[config.mk]
export PLATFORM = sky130hd
export DESIGN_NAME = rrle_conv
export DESIGN_NICKNAME = d
export VERILOG_FILES = /design/src/sv/assert_macros.svh /design/src/sv/rrle_pkg.sv /design/src/sv/rrle_conv.sv
export SDC_FILE = /design/constraint.sdc
export NUM_CORES = 1
export LEC_CHECK = 0
export BUFFER_PORTS_ARGS = -buffer_cell sky130_fd_sc_hd__buf_2
export CAP_MARGIN = 20
export CELL_PAD_IN_SITES_DETAIL_PLACEMENT = 2
export CELL_PAD_IN_SITES_GLOBAL_PLACEMENT = 2
export CORE_UTILIZATION = 38
export DETAILED_ROUTE_END_ITERATION = 8
export PLACE_DENSITY = 0.92
export SETUP_SLACK_MARGIN = 0.15
export SLEW_MARGIN = 20
export SYNTH_ARGS = -nofsm -noshare
export SYNTH_HDL_FRONTEND = slang
export SYNTH_SLANG_ARGS = --single-unit
[constraint.sdc]
create_clock -name i_clk -period 13.5 [get_ports i_clk]
set_input_delay 0 -clock i_clk [delete_from_list [all_inputs] [get_ports i_clk]]
set_output_delay 0 -clock i_clk [all_outputs]
set_load 0.005 [all_outputs]
[src/sv/assert_macros.svh]
// Shared assertion macros for the decoder RTL.
`ifndef ASSERT_MACROS_SVH
`define ASSERT_MACROS_SVH
`ifndef SYNTHESIS
`define ASSERT_ALWAYS(label, clk, rst_n, expr) \
    label: assert property (@(posedge clk) disable iff (!(rst_n)) (expr)) \
        else $error("assertion failed");
`define ASSERT_NEXT(label, clk, rst_n, ante, cons) \
    label: assert property (@(posedge clk) disable iff (!(rst_n)) (ante) |=> (cons)) \
        else $error("assertion failed");
`else
`define ASSERT_ALWAYS(label, clk, rst_n, expr)
`define ASSERT_NEXT(label, clk, rst_n, ante, cons)
`endif
`endif

[src/sv/rrle_pkg.sv]
// ----------------------------------------------------------------------------
// rrle_pkg
// Types, constants and the float conversion of the RGBE scanline decoder.
// ----------------------------------------------------------------------------
package rrle_pkg;

    localparam int MAX_LINE_DEF = 4096;
    localparam int LEN_W        = 15;
    localparam int SUM_W        = 16;

    typedef enum logic [2:0] {
        ST_ACCEPTED   = 3'd0,
        ST_PIXEL      = 3'd1,
        ST_BUSY       = 3'd2,
        ST_BAD_HEADER = 3'd3,
        ST_OVERRUN    = 3'd4,
        ST_DONE       = 3'd5
    } t_status;

    // One plane entry: a literal byte, or the head of a run.
    typedef struct packed {
        logic       is_run;
        logic [6:0] count;
        logic [7:0] value;
    } t_entry;

    typedef struct packed {
        logic    valid;
        t_status status;
        logic    pixel;
        logic    lol;
        logic    loi;
    } t_s1;

    // m/256 * 2^(e-128) as an IEEE single; always exact.
    function automatic logic [31:0] to_single(input logic [7:0] m, input logic [7:0] e);
        logic [2:0]  p;
        logic [8:0]  pe;
        logic [31:0] mant;
        logic [31:0] res;
        p = 3'd0;
        for (int i = 0; i < 8; i++) begin
            if (m[i]) begin
                p = 3'(i);
            end
        end
        pe = {1'b0, e} + {6'd0, p};
        mant = {24'd0, m} << (5'd23 - {2'd0, p});
        if (m == 8'd0) begin
            res = 32'd0;
        end else if (pe >= 9'd10) begin
            res = {1'b0, 8'(pe - 9'd9), mant[22:0]};
        end else begin
            res = {24'd0, m} << (e[4:0] + 5'd13);
        end
        return res;
    endfunction

endpackage

[src/sv/rrle_conv.sv]
// ----------------------------------------------------------------------------
// rrle_conv
// Run expansion per plane and float conversion into the result register.
// ----------------------------------------------------------------------------
module rrle_conv (
    input  logic               i_clk,
    input  logic               i_rst_n,
    input  logic               i_adv,
    input  rrle_pkg::t_s1      i_s1,
    input  rrle_pkg::t_entry   i_rd [4],
    output logic               o_valid,
    output logic [2:0]         o_status,
    output logic [31:0]        o_red,
    output logic [31:0]        o_green,
    output logic [31:0]        o_blue,
    output logic               o_lol,
    output logic               o_loi
);
    logic [6:0]  r_left [4];
    logic [7:0]  r_val  [4];
    logic [6:0]  n_left [4];
    logic [7:0]  n_val  [4];
    logic [7:0]  chan   [4];
    logic        r_valid;
    logic [2:0]  r_status;
    logic [31:0] r_red, r_green, r_blue;
    logic        r_lol, r_loi;
    logic        take;

    assign take = i_adv && i_s1.valid && i_s1.pixel;

    // A run head carries its count; later positions of the run are never stored.
    always_comb begin
        for (int c = 0; c < 4; c++) begin
            n_left[c] = r_left[c];
            n_val[c]  = r_val[c];
            if (r_left[c] != 7'd0) begin
                chan[c]   = r_val[c];
                n_left[c] = r_left[c] - 7'd1;
            end else begin
                chan[c] = i_rd[c].value;
                if (i_rd[c].is_run) begin
                    n_left[c] = i_rd[c].count - 7'd1;
                    n_val[c]  = i_rd[c].value;
                end
            end
            if (i_s1.lol) begin
                n_left[c] = 7'd0;
            end
        end
    end

    always_ff @(posedge i_clk) begin
        if (!i_rst_n) begin
            r_valid <= 1'b0;
            for (int c = 0; c < 4; c++) begin
                r_left[c] <= 7'd0;
            end
        end else if (i_adv) begin
            r_valid <= i_s1.valid;
            if (take) begin
                r_left <= n_left;
                r_val  <= n_val;
            end
        end
    end

    always_ff @(posedge i_clk) begin
        if (i_adv) begin
            r_status <= i_s1.status;
            r_lol    <= i_s1.lol;
            r_loi    <= i_s1.loi;
            r_red    <= i_s1.pixel ? rrle_pkg::to_single(chan[0], chan[3]) : 32'd0;
            r_green  <= i_s1.pixel ? rrle_pkg::to_single(chan[1], chan[3]) : 32'd0;
            r_blue   <= i_s1.pixel ? rrle_pkg::to_single(chan[2], chan[3]) : 32'd0;
        end
    end

    assign o_valid  = r_valid;
    assign o_status = r_status;
    assign o_red    = r_red;
    assign o_green  = r_green;
    assign o_blue   = r_blue;
    assign o_lol    = r_lol;
    assign o_loi    = r_loi;
endmodule

# Word level (Yosys, flattened, before mapping)

Cells that the tools add are included.

Bits in registers: 162
Input port bits: 74
Output and inout bits: 102
Word-level logic and storage cells: 120

Add/sub/neg operators: 18
Order comparisons: 3
Shifts and indexed selects: 6
Muxes and demuxes: 43
Bitwise operators: 5
Reduce and logical (&&, ||, !) cells: 27

Operator list:

| operator              | number |
|---|---|
| $shl A8 B5 Y32        | 3 |
| $mux W31              | 3 |
| $mux W7               | 12 |
| $shl A8 B5 Y23        | 3 |
| $mux W3               | 21 |
| $sub A7 B1 Y7 const B | 8 |
| $mux W8               | 4 |
| $reduce_bool A7 Y1    | 4 |
| $add A8 B3 Y9         | 3 |
| $ge A9 B4 Y1 const B  | 3 |
| $logic_not A8 Y1      | 3 |
| $sub A8 B4 Y8 const B | 3 |
| $reduce_and A5 Y1     | 4 |
| $sub A5 B3 Y5 const A | 3 |
| $reduce_and A3 Y1     | 4 |
| $reduce_bool A3 Y1    | 4 |
| $reduce_or A3 Y1      | 3 |
| $reduce_or A2 Y1      | 3 |
| $add A5 B4 Y5 const B | 1 |
| $not A1 Y1            | 5 |
| $mux W1               | 3 |
| $logic_and A1 B1 Y1   | 2 |

# Logic depth before layout (Yosys ltp)

Gate-level depths: netlist (run 1).

Depth after elaboration: 13
Gate-level depth with buffers: 17
Gate-level depth less buffers: 15

# Worst setup path after synthesis (run 1)

OpenSTA, ideal clock, no wires.

Path kind: flip-flop to flip-flop
From: register r_left[3] (netlist bit)
To: register r_green[4] (netlist: o_green[4]) (data pin)
Setup time: 0.151 ns
Data arrival time: 4.483 ns
Required time: 13.349 ns
Setup slack: 8.866 ns
Cell stages (with the launch flop): 17
Path buffers: 4
Period minus slack after synthesis: 4.634 ns
Cell sequence: dfxtp_1 > or4_4 > nor2_4 > buf_6 > clkbuf_1 > mux2i_1 > inv_1 > fa_1 > ha_1 > or3_1 > o211ai_1 > o311ai_1 > or4_4 > or3_1 > buf_2 > buf_6 > nor3_2

Cells in the longest elaborated chain, start to end: 5
Elaborated cells on any way between the ends: 7
Classes of those cells: 2 x add/sub; 1 x order compare; 1 x shift; 2 x mux; 1 x reduce/logical

RTL lines:

| element                                        | line                           | source |
|---|---|---|
| start, declared                                | rrle_conv.sv:19                | `logic [6:0] r_left [4];` |
| start signal, assigned                         | rrle_conv.sv:62                | `r_left <= n_left;` |
| $reduce_bool A7 Y1 (*)                         | rrle_conv.sv:37                | `if (r_left[c] != 7'd0) begin` |
| $mux W8 (*)                                    | rrle_conv.sv:37                |  |
| $add A8 B3 Y9 or $add A5 B4 Y5 (tied branches) | rrle_pkg.sv:47, rrle_pkg.sv:54 |  |
| $ge A9 B4 Y1 or $shl A8 B5 Y32 (tied branches) | rrle_pkg.sv:51, rrle_pkg.sv:54 |  |
| $mux W31 (*)                                   | rrle_pkg.sv:51                 | `end else if (pe >= 9'd10) begin` |
| end signal, assigned                           | rrle_conv.sv:74                | `r_green <= i_s1.pixel ? rrle_pkg::to_single(chan[1], chan[3]) : 32'd0;` |
| end, declared                                  | rrle_conv.sv:26                | `logic [31:0] r_red, r_green, r_blue;` |

Mark *: on every way between the ends. The rest lies on a longest branch, timed or not.
A chain may end at the register's enable or synchronous reset.

# Worst setup path in the final report (run 1)

From: register r_left[23] (netlist bit)
To: register r_red[5] (netlist: o_red[5]) (data pin)

Cells in the longest elaborated chain, start to end: 13
Elaborated cells on any way between the ends: 18
Classes of those cells: 2 x add/sub; 1 x order compare; 2 x shift; 10 x mux; 3 x reduce/logical

RTL lines:

| element                                        | line                           | source |
|---|---|---|
| $reduce_bool A7 Y1 (*)                         | rrle_conv.sv:37                |  |
| $mux W8 (*)                                    | rrle_conv.sv:37                |  |
| $mux W1                                        | rrle_pkg.sv:43                 | `if (m[i]) begin` |
| $mux W3 (6 in a row)                           | rrle_pkg.sv:43                 |  |
| $mux W3                                        | rrle_conv.sv:69                | `if (i_adv) begin` |
| $add A8 B3 Y9 or $sub A5 B3 Y5 (tied branches) | rrle_pkg.sv:47, rrle_pkg.sv:48 |  |
| $ge A9 B4 Y1 or $shl A8 B5 Y23 (tied branches) | rrle_pkg.sv:51, rrle_pkg.sv:48 |  |
| $mux W31                                       | rrle_pkg.sv:51                 |  |
| end signal, assigned                           | rrle_conv.sv:73                | `r_red <= i_s1.pixel ? rrle_pkg::to_single(chan[0], chan[3]) : 32'd0;` |
| end, declared                                  | rrle_conv.sv:26                |  |

Mark *: on every way between the ends. The rest lies on a longest branch, timed or not. The select of a mux whose other input is x is not followed.

==> results by stage, run 1 <==
Setup path:
- The setup path with the least slack is of type reg2reg.
- The most critical setup path has its startpoint at r_left[23].
- The worst setup path is captured at a register.
- The largest stage delay on the critical path is 0.87 ns.
- The critical path's most frequent cell is nand2_1.
- In this design, the largest share of critical-path delay is due to simple AND/OR/NAND/NOR gates.
- The worst setup path is launched from a register.
- The signal on the critical path passes through nor3_1 > nand2_1 > a21oi_1 > nand2_1 > nand2_1 > clkinv_1 > fa_1 > nor2b_1 > o2111ai_1 > a22oi_1 > o211ai_1 > nor4b_2 > buf_4 > nand3_1 > nor3_1.
- The largest fanout of any net on the critical path is 15.
- The sum of buffers and inverters on the critical path is 2.
- On the critical path, the stage with the largest delay is an instance of nor3_1.
- The worst path required time is 13.72 ns.
- The reg-to-reg critical path startpoint is r_left[23].
- Data on the critical path arrives at its endpoint at 6.64 ns.

Final layout:
- The number of antenna diodes in the final layout is 0.
- After the last flow step, the layout net total stands at 1611.
- In the final layout, the share of cells above drive strength 1 is 17.50%.
- Summing all non-filler instances in the final layout gives an area of between 0.01 and 0.015 mm^2.
- The area growth from synthesis to layout is 19.54%.

Place:
- At the end of routability-driven placement, the weighted congestion stood at just under 1.
- In this run the cell area measured after placement is around 0.013 mm^2.
- Detailed placement ended at an HPWL of 39.30 mm.
- Port buffering added 175 buffers.

Clock network:
- The number of buffers created by CTS is 17.
- The clock network latency to the later pin of the worst-skew pair is 0.47 ns.
- CTS placed an instance of clkbuf_16 at the clock tree root.
- Once the clock tree was built, the setup fixing pass inserted 0 buffers.
- The clock transition at the register clock pins on the worst setup and hold paths after CTS is 0.07 ns.
- The H-tree was split into 4 levels.
- Clock tree synthesis found a total of 162 sinks.
- Post-CTS repair changed the size of 0 cells.
- After clock tree synthesis, the flow added hold-fix buffers numbering 43.
- The longest clock path from root to sink contains 2 buffers.
- The CTS tree is built.

Flow run:
- The number of maximum-capacitance constraint violations is 0.

Route:
- Using the TritonRoute via totals, the vias-per-cell ratio works out to approximately 6.6.
- Summing over every cut layer, the via total after detailed routing is 12710.
- In this run, the number of DRC markers left after iteration 0 of detailed routing was between 1000 and 1500.
- After detailed routing, the met3 layer carries 3.234 mm of wire.
- In the final routed layout, each cell accounts on average for 27.95 um.
- The detailed router used layers up to and including met4.
- The remaining design rule violation count is 0.
- The first detailed-routing pass took 5 iterations.
- The sum of routed wire segments on met1 is 22.81 mm.
- Detailed routing placed a total of approximately 26 mm of wire on met2.
- Once detail routing completed, the nets flagged for antenna violations numbered 0.
- The wire length after detailed routing is 53.73 mm.

Yosys:
- In the synthesized netlist, the cells that appear most often are edfxtp_1 (133), nor2_1 (124), o21ai_0 (109).
- Synthesis produced between 1000 and 1500 cells.
- A synthesized cell averages 8.871 um^2.
- The count of cell types in the netlist is 82.
- The share of the Yosys chip area taken by registers is 38.83%.
- The post-synthesis async set-or-reset flop share is 0%.
- The cell with the most instances after synthesis is edfxtp_1.
- The share of the synthesized area in the top cell type is 33.90%.
- Counting every net in the synthesized netlist gives 1425.
- The post-synthesis sequential element count is roughly 160.
- By area the synthesized netlist is led by edfxtp_1 (34%), dfxtp_1 (4.9%), o21ai_0 (4.6%), nor2_1 (4.0%), a21oi_1 (3.1%).
- The synthesized design contains 133 enable-type register cells.
- The flip-flop cell with the highest count after synthesis is edfxtp_1.
- The number of synthesis warnings is 0.
- The post-synthesis cell area is 0.01178 mm^2.
- The post-synthesis cell type with the largest combined area is edfxtp_1.

STA:
- For this run, the top clock speed supported by timing is ~0.16 GHz.
- The hold slack is -0.003890 ns.
- For the pin with the worst max-slew slack, the measured transition is 1.081 ns.
- The final clock skew is 0.01356 ns.
- The post-route fraction of the period consumed by the critical path is between 40% and 50%.
- Setup repair after global routing left no endpoint under its margin.
- The final count of hold timing violations is 1.
- Setup violations remaining at the end of the flow were counted as 0.
- The worst max-slew margin expressed relative to the limit is 27.73%.
- For the finished layout, the period the worst path requires is 6.414 ns.
- The number of max-slew violations in the final report was 0.
- Summed over all failing endpoints, the final setup total negative slack is 0 ns.

Hold path:
- The min-delay analysis places its worst path in the category in2reg.
- In this run the most critical hold path is launched from i_rd[46].

Die:
- The die covers around 0.032 mm^2.
- The total number of placement rows is 64.
- In this run the vertical extent of the chip is around 180 um.
- The die extent in x is ~180 um.
- The total area inside the core boundary comes to a little over 0.03 mm^2.
- The initial cell density of the core is 38.61%.
- The number of top-level pins is approximately 180.

Global routing:
- The via count of the first global-routing pass came to 13010.
- Entering global routing, the biggest net connects 72 pins.
- The number of antenna violations at the first check in global routing was 0.
- The aggregate global-route resource usage is 33.95%.
- The first-pass GRT wire length is 81.35 mm.
- The total congestion overflow after global routing is 0.

Power:
- IR analysis of the VDD net gives a maximum drop of 93.80 uV.
- The clock power share is 28.2%.
- The net switching fraction of the power is 40.38%.
- The power per cell area is 134.6 mW/mm^2.
- Combinational logic burns 40.4% of the power.
- Summed over all nets, the switching power comes to 0.0007655 W.
- Per report_power, the sequential group accounts for about a third of the total.
- The internal portion of the total power is ~0.0011 W.
- For this design the static power due to leakage is 5.262 nW.

Outcome:
- The checks that failed: hold timing.
- The flow ran to the end, but the final reports show violations.
power by group through the flow:
stage                     Combinational, W  Sequential, W  Clock [W]
final                             0.000766       0.000596   0.000534
after global routing              0.000802       0.000599   0.000551
after floorplan                   0.000439       0.000605          0
after CTS                         0.000739       0.000597   0.000538
after global placement            0.000677       0.000602          0
after detailed placement          0.000717       0.000607          0
path summary, 6_finish.rpt:
kind	to	slack, ns	cells past startpoint
max	o_red[5]	7.09	15
min	r_left[20]	-0.004	4
max reg2reg	o_red[5]	7.09	15
min reg2reg	r_left[16]	0.55	2
state kept, by name, summed over array words and instances (netlist names):
signal    cells
o_lol         1
o_red        32
o_green      32
o_status      3
o_blue       32
r_val        32
o_valid       1
o_loi         1
r_left       28
worst register-to-register path, stage by stage (launching register included):
cell	delay, ns
dfxtp_1	0.35
nor3_1	0.87
nand2_1	0.68
a21oi_1	0.42
nand2_1	0.08
nand2_1	0.16
clkinv_1	0.32
fa_1	0.56
nor2b_1	0.34
o2111ai_1	0.20
a22oi_1	0.34
o211ai_1	0.23
nor4b_2	0.31
buf_4	0.25
nand3_1	0.54
nor3_1	0.53
per-stage QoR:
step	hold WS, ns	util, %	cells	setup WS, ns	power (W)
final	-0.003890	46.16	1922	7.086	0.001896
after global routing	0.05505	46.16	1922	6.787	0.001952
after CTS	0.004830	46.10	1922	7.262	0.001873
after detailed placement	0.1827	42.68	1848	7.434	0.001324
after global placement	0.1765	42.64	1848	7.652	0.001279
after floorplan	0.09887	-	1328	8.866	0.001044
layout make-up:
class	count	area (um^2)
clock buffer	18	429.2
clock inverter	13	183.9
fill	3390	16430
inverter	33	123.9
multi-input combinational	1062	6817
sequential	162	4574
tap	396	495.5
timing repair buffer	238	1459
per-layer routing:
layer  vias up  global-route usage, %
li1       5550                      -
met1      6463                  44.20
met2       583                  56.34
met3       112                  4.646
met4         0                  14.03
met5         -                      0
cells in the final DEF, fill, tap and decap left out, types with 7 or more instances in the layout:
cell / n
a21oi_1: 73
ha_1: 20
nor3b_1: 14
edfxtp_1: 133
a21o_1: 9
dfxtp_1: 29
buf_2: 174
a2111oi_0: 11
or4_1: 8
o211ai_1: 27
o22ai_1: 21
o221ai_1: 7
and2_1: 15
nor4_1: 14
a211oi_1: 33
xor2_1: 19
o31ai_1: 10
a221oi_1: 7
nand2b_1: 10
xnor2_1: 21
nor3_1: 62
or3_1: 10
nor2b_1: 27
o21bai_1: 7
mux2i_1: 27
and3_1: 30
dlygate4sd3_1: 43
inv_1: 31
o21ai_0: 109
clkbuf_16: 17
a22oi_1: 25
nand3_1: 61
buf_4: 21
a21boi_0: 19
a31oi_1: 21
o32ai_1: 11
nand4_1: 16
mux2_2: 12
nor2_1: 124
nand2_1: 83
kinds of logic (layout without fill, tap and decap cells):
logic type      after synthesis  count (layout)  share of synthesized area (%)
compound gates              447             447                          25.11
simple gates                504             504                          21.99
mux                          48              48                          4.886
buf+inv                     104             302                          3.579
xor+xnor                     40              40                          2.974
fa+ha+maj                    23              23                          2.634
flops                       162             162                          38.83
(Power assumes the default switching activity.)
==> inputs of run 2 (changes only) <==
--- a/config.mk
+++ b/config.mk
@@ -9,9 +9,9 @@
 export CAP_MARGIN = 20
 export CELL_PAD_IN_SITES_DETAIL_PLACEMENT = 2
 export CELL_PAD_IN_SITES_GLOBAL_PLACEMENT = 2
-export CORE_UTILIZATION = 38
+export CORE_UTILIZATION = 36
 export DETAILED_ROUTE_END_ITERATION = 8
-export PLACE_DENSITY = 0.92
+export PLACE_DENSITY = 0.88
 export SETUP_SLACK_MARGIN = 0.15
 export SLEW_MARGIN = 20
 export SYNTH_ARGS = -nofsm -noshare
==> constraint.sdc (replaced) <==
create_clock -name i_clk -period 6.65 [get_ports i_clk]
set_input_delay 0 -clock i_clk [delete_from_list [all_inputs] [get_ports i_clk]]
set_output_delay 0 -clock i_clk [all_outputs]
set_load 0.005 [all_outputs]
==> run 2 against run 1 <==
Effect of this change:
- the flow now finishes without violations
- setup slack worse by 6.1 ns
- combinational power up 100%
- clock-buffer cell count shrank 1
- die area increased by 5.5%
- largest cell class unchanged
- worst hold slack gained 0.036 ns
- global-route usage fell by 2.3 points
- register-to-register slack worse by 6.1 ns
- sequential share of layout area down 0.17 points
- design area grew 0.52%
- clock power rose by 81%
==> results by stage, run 2 (synthesized netlist as in run 1, its figures left out) <==
Route:
- After detailed routing, the average wire length per cell comes to 26.64 um.
- The routed layout has 12620 vias.
- The remaining design rule violation count is 0.
- After detailed routing, the number of vias per cell comes to 6.387.
- After the first detailed-routing iteration, the DRC count stood at roughly 1200.
- The number of iterations in the first detailed-routing pass is 6.
- The wire length after detailed routing is 52.63 mm.
- The count of nets left with antenna violations once routing finished came out at 0.

Place:
- The number of instances in the placed design is between 1500 and 2000.
- The number of buffers added on ports is 175.
- Summed over all nets, the half-perimeter wirelength after detailed placement is between 30 and 40 mm.
- The placer's final routability congestion estimate is 0.9533.

Setup path:
- The largest stage delay on the critical path is 0.71 ns.
- The slowest cell on the critical path is or4_1.
- The worst setup path is launched from a register.
- The worst setup path is of the reg2reg kind.
- The critical path goes through or4_1 > o21ai_0 > nand2_1 > a21oi_1 > inv_1 > ha_1 > inv_1 > fa_1 > nor2b_1 > o21ai_0 > xor2_1 > mux2i_1 > nor3_2 > nand3_1 > nor3_1.
- The worst path required time is 6.89 ns.
- The sort of element at the end of the critical path is a register.
- At the worst endpoint, the arrival time is 5.93 ns.
- Among cell families on the critical path, the largest total delay comes from simple AND/OR/NAND/NOR gates.
- Counting both buffers and inverters, the worst setup path holds a total of 2.
- The largest fanout of any net on the critical path is 15.

Clock network:
- The later pin in the worst-skew pair is clocked with a latency of 0.46 ns.
- The buffers inserted during post-CTS setup optimization is 0.
- After clock tree synthesis, the flow added hold-fix buffers numbering 47.
- The clock sink count is 162.
- The number of buffers created by CTS is 17.
- The root buffer selected by CTS is clkbuf_16.
- The clock transition at the register clock pins on the worst setup and hold paths after CTS is 0.07 ns.
- The quantity of gates resized following cts is 0.
- The H-tree was split into 4 levels.
- TritonCTS built the clock tree.
- In this run the deepest clock path goes through 2 buffers.

Power:
- Summed over all cells, the static leakage comes to 5.275 nW.
- IR analysis of the VDD net gives a maximum drop of around 200 uV.
- Dividing total power by cell area gives a power density of 262.9 mW/mm^2.

STA:
- The number of max-slew violations in the final report is 0.
- The worst pin sits at a relative slew slack of 26.65%.
- Derived from the worst setup path, the maximum achievable clock frequency is 0.1758 GHz.
- The final critical path takes up between 80% and 90% of the cycle.
- Setup violations remaining at the end of the flow were counted as 0.
- The final clock skew is 0.01588 ns.
- Adding up every negative setup slack in the final design gives 0 ns.
- Subtracting the final worst setup slack from the clock period gives 5.688 ns.
- The hold slack is ~0.032 ns.
- Setup repair after global routing left no endpoint under its margin.
- The final count of hold timing violations is 0.
- The transition time at the pin with the least slew margin is 1.070 ns.

Global routing:
- Global routing used 31.67% of the available tracks.
- The first-pass GRT wire length is roughly 81 mm.
- The number of antenna violations at the first check in global routing is 1.
- The via count of the first global-routing pass is 13270.
- The pin count of the biggest net entering global routing is 80.
- The total congestion overflow after global routing is 0.

Flow run:
- Across the run, the number of max-cap violations was 0.

Die:
- The area of the core region is 0.03188 mm^2.
- The die outline area is 0.03345 mm^2.
- The initial utilization of the core area, before any placement, comes to a little under two fifths.
- The floorplan has 65 rows.
- For this design the top-level I/O count stands at 176.
- The die is roughly 180 um tall.
- The die extent in x is between 150 and 200 um.

Final layout:
- The core occupancy in the finished layout is 44.40%.
- The most common library cell in the layout ignoring fill and taps is buf_2.
- The number of standard cells in the final layout excluding fillers is 1976.
- The top cell types in the final layout, fill and taps aside, are buf_2 (175), edfxtp_1 (133), nor2_1 (124).
- The fraction of final layout cells with drive strength greater than 1 is ~18%.
- The area growth from synthesis to layout is 20.17%.
- The net count of the finished layout is around 1600.

Outcome:
- The flow ran to the end, and the final reports show no timing, DRC or antenna violations.

Hold path:
- The class of the tightest hold or removal check is in2reg.
[run 2: changes by cell type in the layout (fill, tap and decap cells not counted), moves of 3 or more]
| cell | before | now |
|---|---|---|
| clkinvlp_4 | 1 | 4 |
| dlygate4sd3_1 | 43 | 47 |
| buf_4 | 21 | 29 |
| bufinv_16 | 4 | 0 |
[run 2: per-stage QoR]
| step | instance area (um^2) | power (W) | worst slack (ns) |
|---|---|---|---|
| floorplan | 11780 | 0.002119 | 2.016 |
| global placement | 13120 | 0.002614 | 1.249 |
| detailed placement | 13120 | 0.002686 | 1.096 |
| CTS | 14140 | 0.003671 | 1.052 |
| global route | 14150 | 0.003848 | 0.5702 |
| finish | 14160 | 0.003722 | 0.9617 |
[run 2: report_power, final]
part	switching, W	internal [W]	total [W]
clock network	0.000482	0.000487	0.000969
logic	0.00105	0.000497	0.00155
registers	0.0000267	0.00118	0.00121
[run 2: path summary, 6_finish.rpt]
check             cells after the start    endpoint  slack [ns]       start
setup / recovery                     15   o_blue[0]        0.96  r_left[11]
hold / removal                        1       o_lol        0.03       i_adv
setup reg to reg                     15   o_blue[0]        0.96  r_left[11]
hold reg to reg                       2  r_left[23]        0.54  r_left[23]
[run 2: layer usage]
metal / wire, um / track usage (%) / up-vias
met4: 1489 / 10.73 / 0
li1: - / - / 5556
met3: 3213 / 4.786 / 107
met1: 22370 / 40.56 / 6387
met2: 25560 / 54.41 / 570
met5: 0 / 0 / -
[run 2: worst reg2reg max path: stages (launching register included)]
cell and delay (ns):
dfxtp_1 0.38, or4_1 0.71, o21ai_0 0.40, nand2_1 0.26, a21oi_1 0.67, inv_1 0.10, ha_1 0.23, inv_1 0.08
fa_1 0.24, nor2b_1 0.13, o21ai_0 0.23, xor2_1 0.19, mux2i_1 0.27, nor3_2 0.58, nand3_1 0.60, nor3_1 0.41
[run 2: layout make-up]
| cell class | count | area [um^2] |
|---|---|---|
| Antenna cell | 1 | 2.502 |
| Sequential cell | 162 | 4574 |
| Inverter | 33 | 123.9 |
| Fill cell | 3576 | 17720 |
| Multi-Input combinational cell | 1062 | 6799 |
| Timing Repair Buffer | 251 | 1564 |
| Tap cell | 435 | 544.3 |
| Clock buffer | 17 | 425.4 |
| Clock inverter | 15 | 122.6 |
==> inputs of run 3 (changes only) <==
==> constraint.sdc (replaced) <==
create_clock -name i_clk -period 5.5 [get_ports i_clk]
set_input_delay 0 -clock i_clk [delete_from_list [all_inputs] [get_ports i_clk]]
set_output_delay 0 -clock i_clk [all_outputs]
set_load 0.005 [all_outputs]
==> run 3 against run 2 <==
Effect of this change:
- global-route usage increased by 0.39 points
- clock-buffer cell count unchanged
- final cell count increased by 0.66%
- die area unchanged
- clock skew decreased by 0.0025 ns
- maximum frequency increased by 8.5%
- setup slack got worse by 0.70 ns
- non-clock buffer count increased by 14
- combinational power increased by 23%
- worst hold slack got worse by 0.0085 ns
- first-iteration DRC count decreased by 15%
==> results by stage, run 3 (synthesized netlist as in run 1, its figures left out) <==
Outcome:
- The flow ran to the end, and the final reports show no timing, DRC or antenna violations.

Clock network:
- The clock passes through at most 2 buffers.
- The number of H-tree levels is 4.
- TritonCTS created 17 clock buffers.
- Clock tree synthesis selected as its root buffer the cell clkbuf_16.
- The buffers inserted during post-CTS setup optimization is 0.
- The clock drives 162 sinks.
- The CTS tree is built.
- After clock tree synthesis, the clock-pin slew on the worst setup and hold paths is roughly 0.07 ns.
- The clock network latency to the later pin of the worst-skew pair is ~0.47 ns.

Setup path:
- The reg-to-reg critical path startpoint is r_left[24].
- Of all nets on the critical path, the largest fanout is 13.
- The register-to-register setup slack is 0.26 ns.
- The count of cells along the worst register-to-register path is 17.
- The startpoint of the worst setup timing path is r_left[24].
- The critical path class is reg2reg.
- The worst path required time is 5.75 ns.
- STA classifies the critical path endpoint as a register.
- The data arrival at the endpoint of the critical path is between 5 and 6 ns.
- The worst register-to-register path ends at o_red[25].
- The type of origin of the critical path is a register.

Final layout:
- The area of combinational cells with multiple inputs is 0.006829 mm^2.
- The net count of the finished layout is ~1600.
- The top cell types in the final layout, fill and taps aside, are buf_2 (174), edfxtp_1 (133), nor2_1 (124).
- Cells fill 44.95% of the core in the end.
- In the final layout, the share of cells above drive strength 1 is 19.37%.
- The most common library cell in the layout ignoring fill and taps is buf_2.
- The area of all placed cells without fillers is ~0.014 mm^2.
- The final antenna diode count is 0.
- The area growth from synthesis to layout is 21.64%.
- Counting the fill cells in the layout gives between 3000 and 4000.
- The area taken by flip-flops and latches is 0.004574 mm^2.

Hold path:
- Counting instances, the worst hold path has a depth of 4.
- The path with the worst hold slack has its endpoint at r_left[3].
- The class of the tightest hold or removal check is in2reg.
- The worst hold path startpoint is i_rd[11].

Place:
- The placer's final routability congestion estimate is about 0.99.
- The half-perimeter wire length of the detailed placement result is 39.16 mm.
- Prior to clock tree synthesis, the placed netlist has a worst setup slack of about 0.14 ns.
- The area after detailed placement is approximately 0.013 mm^2.
- In this run the tool buffered the top-level ports with 175 buffer cells.

Power:
- The internal portion of the total power is 0.002694 W.
- The worst-case IR drop observed on VDD is around 220 uV.
- The share of total power dissipated in combinational logic is 41.2%.
- The sequential share of power is 31.6%.
- Net switching is approximately two fifths of the power.
- The leakage power summed over all cells is 5.374 nW.
- The analysis attributes to net switching a power of 0.001928 W.
- The clock power share is roughly 27%.
- Power spread over the standard cell area amounts to 322.6 mW/mm^2.

STA:
- The setup-violating endpoint count in the final report is 0.
- After routing, the total negative slack on setup checks comes to 0 ns.
- Setup repair after global routing could not meet its margin everywhere.
- The final period demand of the worst path is approximately 5.2 ns.
- The final count of hold timing violations is 0.
- The post-route fraction of the period consumed by the critical path is 95.29%.
- The hold slack is 0.02318 ns.
- The worst max-slew margin expressed relative to the limit is just under 30%.
- Static timing analysis puts the maximum clock frequency at between 0.15 and 0.2 GHz.
- For the pin with the worst max-slew slack, the measured transition is about 1.1 ns.
- Once routing completed, OpenROAD measured the worst setup slack at roughly 0.26 ns.
- The number of max-slew violations in the final report is 0.
- The final clock skew is 0.01337 ns.

Global routing:
- The first global-routing pass estimated ~82 mm of wire.
- The number of antenna violations at the first check in global routing is 0.
- Entering global routing, the biggest net connects 62 pins.
- For this run the aggregate overflow at the end of global routing stands at 0.
- The via count of the first global-routing pass is 13330.
- The aggregate global-route resource usage is 32.06%.

Die:
- The die covers 0.03345 mm^2.
- The floorplan die height is 182.9 um.
- The floorplan step defined a core boundary enclosing 0.03188 mm^2.
- The total number of placement rows is 65.
- The die extent in x is roughly 180 um.
- The initial cell density of the core is a little under two fifths.
- The number of top-level pins is between 150 and 200.

Route:
- After detailed routing, the number of remaining DRC violations is 0.
- The count of routing violations after the opening detailed-route iteration is 1007.
- The detail-routed via count per cell is approximately 6.4.
- The final route contains 12690 vias.
- Before antenna repair, the detailed router went through 5 iterations.
- The detail route stage leaves a number of antenna-violating nets equal to 0.
- Summed over all layers, the routed wires come to around 54 mm.
- After detailed routing, the average wire length per cell comes to 27.09 um.

Flow run:
- Max-cap violations in this run came to 0.
-- run 3: metrics by stage --
stage	power, W	instances
finish	0.004622	1989
floorplan	0.002562	1328
detailed placement	0.003271	1912
global route	0.004781	1989
global placement	0.003178	1912
CTS	0.004560	1989
-- run 3: layout make-up --
class,count,share of cell area (%)
clock buffers,17,2.969
inverters,33,0.8645
flip-flops and latches,162,31.92
well taps,435,3.798
repair buffers,265,11.63
multi-input cells,1062,47.66
clock inverters,15,1.153
-- run 3: how the worst max path moves through the flow --
| stage | endpoint | cells past startpoint | slack (ns) |
|---|---|---|---|
| global placement | o_green[15] | 12 | 0.39 |
| CTS | o_red[24] | 12 | 0.21 |
| floorplan | o_green[4] | 16 | 0.87 |
| global route | o_red[25] | 17 | 0.09 |
| finish | o_red[25] | 17 | 0.26 |
| detailed placement | o_green[15] | 12 | 0.14 |
-- run 3: per-layer routing --
| layer | share of wire, % | track usage, % | vias to the layer above |
|---|---|---|---|
| met5 | 0 | 0 | - |
| met4 | 3.5 | 12.37 | 0 |
| met3 | 6.2 | 5.620 | 108 |
| met2 | 48 | 54.67 | 566 |
| met1 | 42 | 40.32 | 6426 |
| li1 | - | - | 5591 |
-- run 3: worst max-delay path, cell delays in order, from the launching register on --
cell and delay (ns):
dfxtp_1 0.37, or4_1 0.67, buf_4 0.22, o21ai_0 0.22, and2_1 0.20, inv_1 0.07, nand2_1 0.24, clkinv_1 0.18
fa_1 0.49, nor2b_1 0.32, o21ai_0 0.16, xor2_1 0.20, mux2i_1 0.23, buf_4 0.23, nor4b_2 0.33, buf_4 0.28
nand3_1 0.23, o22ai_1 0.38
-- run 3: timing repair --
item                                   CTS  global route
hold buffers                            45             0
cloned                                   0             0
resized for setup                        2             5
endpoints found under the hold margin   45             0
setup endpoints to repair                2            21
-- run 3: power groups by stage --
stage	combinational, W	sequential (W)	clock (W)
2_1_floorplan	0.00108	0.00149	0
3_3_place_gp	0.00170	0.00148	0
3_5_place_dp	0.00178	0.00149	0
4_1_cts	0.00183	0.00146	0.00127
5_1_grt	0.00200	0.00147	0.00131
6_report	0.00191	0.00146	0.00126
